===== src/hw/rtl/tfc_pkg.sv =====
// Shared constants and types of the cycle counter frequency calibrator.
package tfc_pkg;

    // Field and register widths.
    localparam int FREQ_W = 32;
    localparam int WDIV_W = 16;
    localparam int REF_W  = 32;
    localparam int CYC_W  = 64;
    localparam int PROD_W = CYC_W + FREQ_W;
    localparam int WPROD_W = REF_W + 1 + WDIV_W;
    localparam int DATA_W = 32;
    localparam int ADDR_W = 3;

    // Reset values of the configuration registers.
    localparam logic [FREQ_W-1:0] FREQ_RST = 32'd3579545;
    localparam logic [WDIV_W-1:0] WDIV_RST = 16'd100;

    // Largest gap that is still taken as a 24-bit wrap, and the 24-bit modulus.
    localparam logic [REF_W-1:0] WRAP24_MAX = 32'h00FF_FFFF;
    localparam logic [REF_W-1:0] WRAP24_MOD = 32'h0100_0000;

    // Serial unit step counts and counter widths.
    localparam int MUL_STEPS = FREQ_W;
    localparam int DIV_STEPS = CYC_W;
    localparam int MCNT_W = $clog2(MUL_STEPS);
    localparam int DCNT_W = $clog2(DIV_STEPS);

    // Register index, taken from paddr bit 2.
    localparam logic REG_FREQ = 1'b0;
    localparam logic REG_WDIV = 1'b1;

    // Item kinds.
    localparam logic KIND_START  = 1'b0;
    localparam logic KIND_SAMPLE = 1'b1;

    // Status of a serial arithmetic unit.
    typedef struct packed {
        logic busy;
        logic done;
    } t_unit_stat;

endpackage


===== src/hw/rtl/tfc_mul.sv =====
// Bit-serial 64 x 32 multiplier, one multiplier bit per cycle.
module tfc_mul (
    input  logic                        i_clk,
    input  logic                        i_rst_n,
    input  logic                        i_start,
    input  logic [tfc_pkg::CYC_W-1:0]   i_a,
    input  logic [tfc_pkg::FREQ_W-1:0]  i_b,
    output logic [tfc_pkg::PROD_W-1:0]  o_prod,
    output tfc_pkg::t_unit_stat         o_stat
);
    import tfc_pkg::*;

    logic [PROD_W-1:0] r_prod;
    logic [CYC_W-1:0]  r_a;
    logic [MCNT_W-1:0] r_cnt;
    logic              r_busy;
    logic              r_done;
    logic [CYC_W:0]    w_sum;

    // Add the multiplicand to the upper part when the current multiplier bit is set.
    assign w_sum = {1'b0, r_prod[PROD_W-1:FREQ_W]} + (r_prod[0] ? {1'b0, r_a} : '0);

    // Control: step counter and done pulse.
    always_ff @(posedge i_clk) begin
        if (!i_rst_n) begin
            r_busy <= 1'b0;
            r_done <= 1'b0;
            r_cnt  <= '0;
        end else begin
            r_done <= 1'b0;
            if (i_start) begin
                r_busy <= 1'b1;
                r_cnt  <= '0;
            end else if (r_busy) begin
                r_cnt <= r_cnt + 1'b1;
                if (r_cnt == MCNT_W'(MUL_STEPS - 1)) begin
                    r_busy <= 1'b0;
                    r_done <= 1'b1;
                end
            end
        end
    end

    // Datapath: the multiplier shifts out of the low end as product bits come in.
    always_ff @(posedge i_clk) begin
        if (i_start) begin
            r_prod <= {{CYC_W{1'b0}}, i_b};
            r_a    <= i_a;
        end else if (r_busy) begin
            r_prod <= {w_sum, r_prod[FREQ_W-1:1]};
        end
    end

    assign o_prod = r_prod;
    assign o_stat = '{busy: r_busy, done: r_done};

endmodule


===== src/hw/rtl/tfc_div.sv =====
// Bit-serial restoring divider, 96 by 32 bits, 64-bit quotient saturated to all ones.
module tfc_div (
    input  logic                        i_clk,
    input  logic                        i_rst_n,
    input  logic                        i_start,
    input  logic [tfc_pkg::PROD_W-1:0]  i_num,
    input  logic [tfc_pkg::REF_W-1:0]   i_den,
    output logic [tfc_pkg::CYC_W-1:0]   o_quot,
    output tfc_pkg::t_unit_stat         o_stat
);
    import tfc_pkg::*;

    logic [REF_W-1:0]  r_rem;
    logic [CYC_W-1:0]  r_q;
    logic [REF_W-1:0]  r_den;
    logic [DCNT_W-1:0] r_cnt;
    logic              r_busy;
    logic              r_done;
    logic              w_sat;
    logic [REF_W:0]    w_trial;
    logic [REF_W:0]    w_diff;
    logic              w_ge;

    // The quotient only fits when the top word is below the divisor; a zero divisor never fits.
    assign w_sat = (i_num[PROD_W-1:CYC_W] >= i_den);

    // One restoring step: bring down the next numerator bit and try a subtract.
    assign w_trial = {r_rem, r_q[CYC_W-1]};
    assign w_diff  = w_trial - {1'b0, r_den};
    assign w_ge    = (w_trial >= {1'b0, r_den});

    // Control: step counter and done pulse.
    always_ff @(posedge i_clk) begin
        if (!i_rst_n) begin
            r_busy <= 1'b0;
            r_done <= 1'b0;
            r_cnt  <= '0;
        end else begin
            r_done <= 1'b0;
            if (i_start) begin
                r_cnt  <= '0;
                r_busy <= !w_sat;
                r_done <= w_sat;
            end else if (r_busy) begin
                r_cnt <= r_cnt + 1'b1;
                if (r_cnt == DCNT_W'(DIV_STEPS - 1)) begin
                    r_busy <= 1'b0;
                    r_done <= 1'b1;
                end
            end
        end
    end

    // Datapath: numerator bits leave the top of r_q while quotient bits enter at the bottom.
    always_ff @(posedge i_clk) begin
        if (i_start) begin
            r_den <= i_den;
            r_rem <= i_num[PROD_W-1:CYC_W];
            r_q   <= w_sat ? '1 : i_num[CYC_W-1:0];
        end else if (r_busy) begin
            r_rem <= w_ge ? w_diff[REF_W-1:0] : w_trial[REF_W-1:0];
            r_q   <= {r_q[CYC_W-2:0], w_ge};
        end
    end

    assign o_quot = r_q;
    assign o_stat = '{busy: r_busy, done: r_done};

endmodule


===== src/hw/rtl/pm_timer_tsc_frequency_calibrator.sv =====
// Top level of the cycle counter frequency calibrator: control, registers and serial units.
//
// Usage. Input beats (i_kind, i_ref_count, i_cycle_count) arrive on a valid/ready
// channel; each one yields exactly one output beat (o_done_res, o_freq_hz,
// o_ref_delta) on a second valid/ready channel. A start beat captures the
// reference and cycle readings and clears any earlier result. A sample beat
// reports the wrap-corrected reference delta; the first sample whose delta
// reaches ref_freq_hz / window_divisor computes cycle_delta * ref_freq_hz / delta
// and the block keeps reporting that frequency until the next start.
// A start beat goes from the accepting edge through S_EVAL to S_OUT; a sample that does not
// compute goes through S_EVAL, S_WIN and S_CMP to S_OUT; the sample that completes the
// measurement also runs S_MUL and S_DIV for the bit-serial multiplier (32 steps) and
// divider (64 steps, none when the quotient saturates). One beat is in flight at a time; the
// next input beat is taken once the result sits in the output register, even
// if the receiver has not taken it yet. When the receiver stalls with a result
// still waiting, the block holds the new result internally and stops taking input.
// Reset restores ref_freq_hz = 3579545, window_divisor = 100 and clears all measurement
// state. Registers are written over the APB port at byte offsets 0 (ref_freq_hz) and 4
// (window_divisor); the user writes them only while the block is idle, unchecked by it.
module pm_timer_tsc_frequency_calibrator (
    input  logic                        i_clk,
    input  logic                        i_rst_n,
    // Input channel.
    input  logic                        i_in_valid,
    output logic                        o_in_ready,
    input  logic                        i_kind,
    input  logic [tfc_pkg::REF_W-1:0]   i_ref_count,
    input  logic [tfc_pkg::CYC_W-1:0]   i_cycle_count,
    // Output channel.
    output logic                        o_out_valid,
    input  logic                        i_out_ready,
    output logic                        o_done_res,
    output logic [tfc_pkg::CYC_W-1:0]   o_freq_hz,
    output logic [tfc_pkg::REF_W-1:0]   o_ref_delta,
    // Configuration port.
    input  logic                        psel,
    input  logic                        penable,
    input  logic                        pwrite,
    input  logic [tfc_pkg::ADDR_W-1:0]  paddr,
    input  logic [tfc_pkg::DATA_W-1:0]  pwdata,
    output logic [tfc_pkg::DATA_W-1:0]  prdata,
    output logic                        pready
);
    import tfc_pkg::*;

    typedef enum logic [6:0] {
        S_IDLE = 7'b0000001,
        S_EVAL = 7'b0000010,
        S_WIN  = 7'b0000100,
        S_CMP  = 7'b0001000,
        S_MUL  = 7'b0010000,
        S_DIV  = 7'b0100000,
        S_OUT  = 7'b1000000
    } t_state;

    t_state             r_state;
    logic [FREQ_W-1:0]  r_freq_cfg;
    logic [WDIV_W-1:0]  r_wdiv_cfg;

    logic               r_kind;
    logic [REF_W-1:0]   r_ref;
    logic [CYC_W-1:0]   r_cyc;
    logic [REF_W-1:0]   r_start_ref;
    logic [CYC_W-1:0]   r_start_cyc;
    logic               r_finished;
    logic [CYC_W-1:0]   r_latched;
    logic [REF_W-1:0]   r_delta;
    logic [WPROD_W-1:0] r_wprod;

    logic               r_out_valid;
    logic               r_out_done;
    logic [CYC_W-1:0]   r_out_freq;
    logic [REF_W-1:0]   r_out_delta;

    logic               w_in_fire;
    logic               w_cfg_wr;
    logic [REF_W-1:0]   w_diff;
    logic [REF_W-1:0]   w_gap;
    logic [REF_W-1:0]   w_delta;
    logic [WDIV_W-1:0]  w_wdiv_eff;
    logic               w_compute;
    logic               w_mul_start;
    logic               w_div_start;
    logic               w_out_load;
    logic [PROD_W-1:0]  w_prod;
    logic [CYC_W-1:0]   w_quot;
    t_unit_stat         w_mul_stat;
    t_unit_stat         w_div_stat;

    // Configuration port: zero-wait writes and reads.
    assign pready   = 1'b1;
    assign w_cfg_wr = psel && penable && pwrite && pready;
    always_comb begin
        unique case (paddr[2])
            REG_FREQ: prdata = r_freq_cfg;
            REG_WDIV: prdata = {{(DATA_W-WDIV_W){1'b0}}, r_wdiv_cfg};
            default:  prdata = '0;
        endcase
    end

    always_ff @(posedge i_clk) begin
        if (!i_rst_n) begin
            r_freq_cfg <= FREQ_RST;
            r_wdiv_cfg <= WDIV_RST;
        end else if (w_cfg_wr) begin
            unique case (paddr[2])
                REG_FREQ: r_freq_cfg <= pwdata[FREQ_W-1:0];
                REG_WDIV: r_wdiv_cfg <= pwdata[WDIV_W-1:0];
                default:  r_freq_cfg <= r_freq_cfg;
            endcase
        end
    end

    // Wrap-corrected reference delta: a short backward gap is a 24-bit wrap.
    assign w_diff  = r_ref - r_start_ref;
    assign w_gap   = r_start_ref - r_ref;
    assign w_delta = ((r_ref < r_start_ref) && (w_gap <= WRAP24_MAX)) ?
                     (w_diff + WRAP24_MOD) : w_diff;

    // Window test without a divider: delta >= floor(F / d) exactly when F < (delta + 1) * d.
    assign w_wdiv_eff = (r_wdiv_cfg == '0) ? WDIV_W'(1) : r_wdiv_cfg;
    assign w_compute  = !r_finished && ({{(WPROD_W-FREQ_W){1'b0}}, r_freq_cfg} < r_wprod);

    // Handshakes and unit starts.
    assign w_in_fire   = i_in_valid && o_in_ready;
    assign o_in_ready  = (r_state == S_IDLE);
    assign w_mul_start = (r_state == S_CMP) && w_compute;
    assign w_div_start = (r_state == S_MUL) && w_mul_stat.done;
    assign w_out_load  = (r_state == S_OUT) && (!r_out_valid || i_out_ready);

    // Sequencer.
    always_ff @(posedge i_clk) begin
        if (!i_rst_n) begin
            r_state <= S_IDLE;
        end else begin
            unique case (r_state)
                S_IDLE: if (w_in_fire) r_state <= S_EVAL;
                S_EVAL: r_state <= (r_kind == KIND_START) ? S_OUT : S_WIN;
                S_WIN:  r_state <= S_CMP;
                S_CMP:  r_state <= w_compute ? S_MUL : S_OUT;
                S_MUL:  if (w_mul_stat.done) r_state <= S_DIV;
                S_DIV:  if (w_div_stat.done) r_state <= S_OUT;
                S_OUT:  if (w_out_load) r_state <= S_IDLE;
                default: r_state <= S_IDLE;
            endcase
        end
    end

    // Input capture and window product.
    always_ff @(posedge i_clk) begin
        if (w_in_fire) begin
            r_kind <= i_kind;
            r_ref  <= i_ref_count;
            r_cyc  <= i_cycle_count;
        end
        if (r_state == S_EVAL) begin
            r_delta <= (r_kind == KIND_START) ? '0 : w_delta;
        end
        if (r_state == S_WIN) begin
            r_wprod <= ({{(WDIV_W+1){1'b0}}, r_delta} + WPROD_W'(1)) *
                       {{(WPROD_W-WDIV_W){1'b0}}, w_wdiv_eff};
        end
    end

    // Measurement state: start values, finished flag and latched frequency.
    always_ff @(posedge i_clk) begin
        if (!i_rst_n) begin
            r_start_ref <= '0;
            r_start_cyc <= '0;
            r_finished  <= 1'b0;
            r_latched   <= '0;
        end else if ((r_state == S_EVAL) && (r_kind == KIND_START)) begin
            r_start_ref <= r_ref;
            r_start_cyc <= r_cyc;
            r_finished  <= 1'b0;
            r_latched   <= '0;
        end else if ((r_state == S_DIV) && w_div_stat.done) begin
            r_finished <= 1'b1;
            r_latched  <= w_quot;
        end
    end

    // Serial multiply of cycle delta by the reference frequency, then divide by delta.
    tfc_mul u_mul (
        .i_clk   (i_clk),
        .i_rst_n (i_rst_n),
        .i_start (w_mul_start),
        .i_a     (r_cyc - r_start_cyc),
        .i_b     (r_freq_cfg),
        .o_prod  (w_prod),
        .o_stat  (w_mul_stat)
    );

    tfc_div u_div (
        .i_clk   (i_clk),
        .i_rst_n (i_rst_n),
        .i_start (w_div_start),
        .i_num   (w_prod),
        .i_den   (r_delta),
        .o_quot  (w_quot),
        .o_stat  (w_div_stat)
    );

    // Output register: holds one beat for the receiver.
    always_ff @(posedge i_clk) begin
        if (!i_rst_n) begin
            r_out_valid <= 1'b0;
        end else if (w_out_load) begin
            r_out_valid <= 1'b1;
        end else if (i_out_ready) begin
            r_out_valid <= 1'b0;
        end
    end

    always_ff @(posedge i_clk) begin
        if (w_out_load) begin
            r_out_done  <= r_finished;
            r_out_freq  <= r_latched;
            r_out_delta <= r_delta;
        end
    end

    assign o_out_valid = r_out_valid;
    assign o_done_res  = r_out_done;
    assign o_freq_hz   = r_out_freq;
    assign o_ref_delta = r_out_delta;

`ifndef SYNTHESIS
    // The multiplier and divider never run at the same time.
    a_units_exclusive: assert property (@(posedge i_clk) disable iff (!i_rst_n)
        !(w_mul_stat.busy && w_div_stat.busy))
        else $error("multiplier and divider busy together");

    // A result is only latched when the divider finishes.
    a_finish_from_div: assert property (@(posedge i_clk) disable iff (!i_rst_n)
        $rose(r_finished) |-> $past(r_state == S_DIV))
        else $error("finished flag set outside the divide step");

    // Without a finished measurement the latched frequency stays zero.
    a_latched_zero: assert property (@(posedge i_clk) disable iff (!i_rst_n)
        !r_finished |-> (r_latched == '0))
        else $error("latched frequency nonzero before finishing");

    // A start beat clears the result and reports a zero delta.
    a_start_clears: assert property (@(posedge i_clk) disable iff (!i_rst_n)
        ((r_state == S_EVAL) && (r_kind == KIND_START)) |=> (!r_finished && (r_delta == '0)))
        else $error("start beat did not clear the measurement");
`endif

endmodule

===== config.mk =====
export PLATFORM = sky130hd
export DESIGN_NAME = pm_timer_tsc_frequency_calibrator
export DESIGN_NICKNAME = d
export VERILOG_FILES = /design/src/hw/rtl/tfc_pkg.sv /design/src/hw/rtl/tfc_mul.sv /design/src/hw/rtl/tfc_div.sv /design/src/hw/rtl/pm_timer_tsc_frequency_calibrator.sv
export SDC_FILE = /design/constraint.sdc
export NUM_CORES = 2
export LEC_CHECK = 0
export BUFFER_PORTS_ARGS = -buffer_cell sky130_fd_sc_hd__buf_2
export CORE_MARGIN = 3
export CORE_UTILIZATION = 30
export CTS_CLUSTER_DIAMETER = 120
export CTS_CLUSTER_SIZE = 20
export DETAILED_ROUTE_END_ITERATION = 8
export GPL_TIMING_DRIVEN = 0
export PLACE_DENSITY_LB_ADDON = 0.3
export SLEW_MARGIN = 5
export SYNTH_ARGS = -nofsm -noshare
export SYNTH_HDL_FRONTEND = slang
export SYNTH_SLANG_ARGS = --single-unit

===== constraint.sdc =====
create_clock -name i_clk -period 7.9 [get_ports i_clk]
set_input_delay 0.395 -clock i_clk [delete_from_list [all_inputs] [get_ports i_clk]]
set_output_delay 0.395 -clock i_clk [all_outputs]
set_load 0.02 [all_outputs]

==> metrics.md <==
| Metric | Value |
|---|---|
| Relative slew slack | `8.23%` |
| Clock-pin slew on the worst setup and hold paths | `90 ps` |
| Max cap viols | `0` |
| Dpl cell area | `0.0647 mm^2` |
| Ys flop type | `edfxtp_1` |
| Min Hold Slack | `193 ps` |
| Layout area overhead | `17.7%` |
| IO Port Bufs | `266` |
| HP Class | `in -> reg` |
| Clock Root Buffer | `clkbuf_16` |
| Yosys reg bits | `795` |
| Commonest non-fill, non-tap cell in the layout | `nand2_1` |
| CP Buf/Inv Count | `9` |
| Post-route cell area | `0.0703 mm^2` |
| CTS Buf Count | `51` |
| Final critical-path required period | `8310 ps` |
| Crit path DAT | `8800 ps` |
| Tot GR Track Use | `19.4%` |
| Via count | `47.2k` |
| Via density | `4.95` |
| CP Depth | `34` |
| Post-synthesis sequential area ratio | `35.0%` |
| EDFF count, synth | `499` |
| Worst r2r path cells | `34` |
| Worst Path Required | `8390 ps` |
| Mapped Cells | `6261` |
| Pwr Density | `152 mW/mm^2` |
| Top cells by area, synth | `edfxtp_1 (25%), fa_1 (15%), dfxtp_1 (9.9%), ha_1 (8.6%), nand2_1 (5.7%)` |
| Crit Path Class | `reg -> reg` |
| Nets | `7833` |
| CP top delay family | `adder cells` |
| First-pass DRT Iterations | `8` |
| CP endpoint kind | `flip-flop` |
| Pwr Total | `10.7 mW` |
| Avg Synthesized Cell Area | `9.54 um^2` |
| H-tree Lvls | `2` |
| ANT nets after route | `0` |
| Area share of the largest cell type after synthesis | `25.1%` |
| IO Pins | `271` |
| Leakage | `29.1 nW` |
| Critical path peak fanout | `5` |
| Dominant cell type by area after synthesis | `edfxtp_1` |
| Post-synthesis cell type count | `86` |
| First-pass GRT wire length | `301000 um` |
| Rows | `163` |
| Worst path max stage delay | `590 ps` |
| VDD IR max | `158 uV` |
| Setup-failing EPs final | `17` |
| Post-DP HPWL | `158000 um` |
| Initial antenna violation count | `8` |
| Initial Util | `30.2%` |
| RSZ-0062 raised after global routing | `yes` |
| Clk Latency, worst-skew pair | `750 ps` |
| Clk buf depth | `3` |
| Die Y | `452 um` |
| WHS Path Cells | `5` |
| Layout cells sized above 1 | `11.1%` |
| DRC Markers | `0` |
| Post-synth ARST share | `0%` |
| Commonest non-fill, non-tap cells in the layout | `nand2_1 (908), inv_1 (741), edfxtp_1 (499)` |
| Die Width | `452 um` |
| Dpl ws | `-3160 ps` |
| Detailed-route wire length per cell | `21.2 um` |
| Final hold vios | `0` |
| Synth Warn # | `0` |
| Clock sinks | `795` |
| CP Launch Type | `flip-flop` |
| Gpl congestion | `0.935` |
| Grt ovf | `0` |
| Core ar. | `0.198 mm^2` |
| Crit share post-route | `105%` |
| Failing checks | `negative setup slack` |
| Crit-path slowest cell | `fa_2` |
| Largest net degree at the start of global routing | `58` |
| Area of the die | `0.205 mm^2` |
| Vias in the first global route | `47.3k` |
| Worst Max-Slew Pin Slew | `1360 ps` |
| Mapped Area | `0.0597 mm^2` |
| Synthesized net count | `7248` |
| Critical path's most frequent cell | `fa_1` |
| Outcome | `complete, but fails checks` |
| PnR worst setup slack | `-410 ps` |
| Slew Limit Fails | `0` |
| Drt first-iter violations | `3569` |
| Skew final | `51.6 ps` |
| FMAX | `120 MHz` |
| Drt total wl | `202000 um` |
| CTS tree | `done` |
## layout make-up
| type | instances | area, um^2 |
|---|---|---|
| Fill cell | 20100 | 127000 |
| Multi-Input combinational cell | 4405 | 36000 |
| Timing Repair Buffer | 535 | 4060 |
| Tap cell | 2640 | 3300 |
| Sequential cell | 795 | 20900 |
| Clock buffer | 83 | 1450 |
| Buffer | 302 | 1440 |
| Antenna cell | 7 | 17.5 |
| Inverter | 756 | 2840 |
| Clock inverter | 12 | 224 |
## cells by family (layout without fill, tap and decap cells)
logic type	count (synthesis)	in the layout	synth area share [%]
compound gates	1250	1250	13.8
xor+xnor	253	253	3.71
fa+ha+maj	848	848	23.3
buf+inv	1061	1688	6.79
flops	795	795	35.0
mux	130	130	2.29
other cells	1	8	0.00628
simple gates	1923	1923	15.1
## metal layers
layer	track usage (%)	up-vias	wire length, um
li1	-	22200	-
met1	25.5	23300	88300
met5	0	-	51
met3	2.99	340	11200
met2	31.3	1386	91700
met4	9.07	6	11100
## flip-flops by register name, indices dropped and copies added, names as in the netlist, 5 cells and up
name          cells
o_freq_hz        64
o_ref_delta      32
r_cyc            64
r_delta          32
r_freq_cfg       32
r_latched        64
r_ref            32
r_start_cyc      64
r_start_ref      32
r_state           7
r_wdiv_cfg       16
r_wprod          49
u_div.o_quot     64
u_div.r_cnt       6
u_div.r_den      32
u_div.r_rem      32
u_mul.o_prod     96
u_mul.r_a        64
u_mul.r_cnt       5
## cells in the mapped netlist (9+ instances only)
| library cell | instances |
|---|---|
| nand2b_1 | 43 |
| o31ai_1 | 17 |
| nor2_1 | 264 |
| a21o_1 | 182 |
| or4_1 | 9 |
| mux2_2 | 52 |
| o211ai_1 | 26 |
| edfxtp_1 | 499 |
| and3_1 | 35 |
| nor3_1 | 54 |
| nor2b_1 | 66 |
| a2111oi_0 | 10 |
| xor2_1 | 81 |
| xnor2_1 | 172 |
| a211o_1 | 14 |
| o21bai_1 | 42 |
| and2_1 | 293 |
| a31oi_1 | 40 |
| a21oi_1 | 376 |
| clkbuf_1 | 279 |
| o21ai_0 | 150 |
| dfxtp_1 | 296 |
| nor4_1 | 26 |
| nand3_1 | 86 |
| ha_1 | 411 |
| or3_1 | 19 |
| inv_1 | 755 |
| nand4_1 | 69 |
| o22a_1 | 63 |
| a21boi_0 | 141 |
| nand2_1 | 915 |
| buf_1 | 10 |
| mux2i_1 | 78 |
| o21a_1 | 44 |
| fa_1 | 437 |
| a211oi_1 | 40 |
## where the power goes
part           internal [mW]  switching, mW
logic                   1.32           1.83
clock network           1.32           1.63
registers               4.55         0.0730
total                   7.18           3.53
## final timing paths
| check | start | endpoint | slack (ps) |
|---|---|---|---|
| min reg2reg | r_latched[24] | o_freq_hz[24] | 440 |
| max | r_delta[9] | r_wprod[46] | -410 |
| min | penable | r_wdiv_cfg[7] | 190 |
| max reg2reg | r_delta[9] | r_wprod[46] | -410 |
## repair_timing
| action | CTS | global route |
|---|---|---|
| hold buffers | 130 | 0 |
| setup buffers | 94 | 34 |
| setup endpoints to repair | 37 | 27 |
| pin swaps | 86 | 42 |
| gates resized for setup | 234 | 90 |
| gates cloned | 0 | 1 |
| endpoints found under the hold margin | 146 | 0 |
## worst min-delay path, stage by stage
cell and delay [ps]:
buf_2 100, nand3_1 100, nor2_1 130, nand2_1 90, a21boi_0 60
## stage by stage
stage	TNS [ps]	cells	util, %
6_report	-4070	9535	35.6
5_1_grt	-8740	9530	35.6
4_1_cts	-2540	9496	35.3
3_5_place_dp	-74530	9180	32.7
3_3_place_gp	-263500	9167	32.6
2_1_floorplan	-1.56	6261	-
Power figures use the tool's default switching activity.
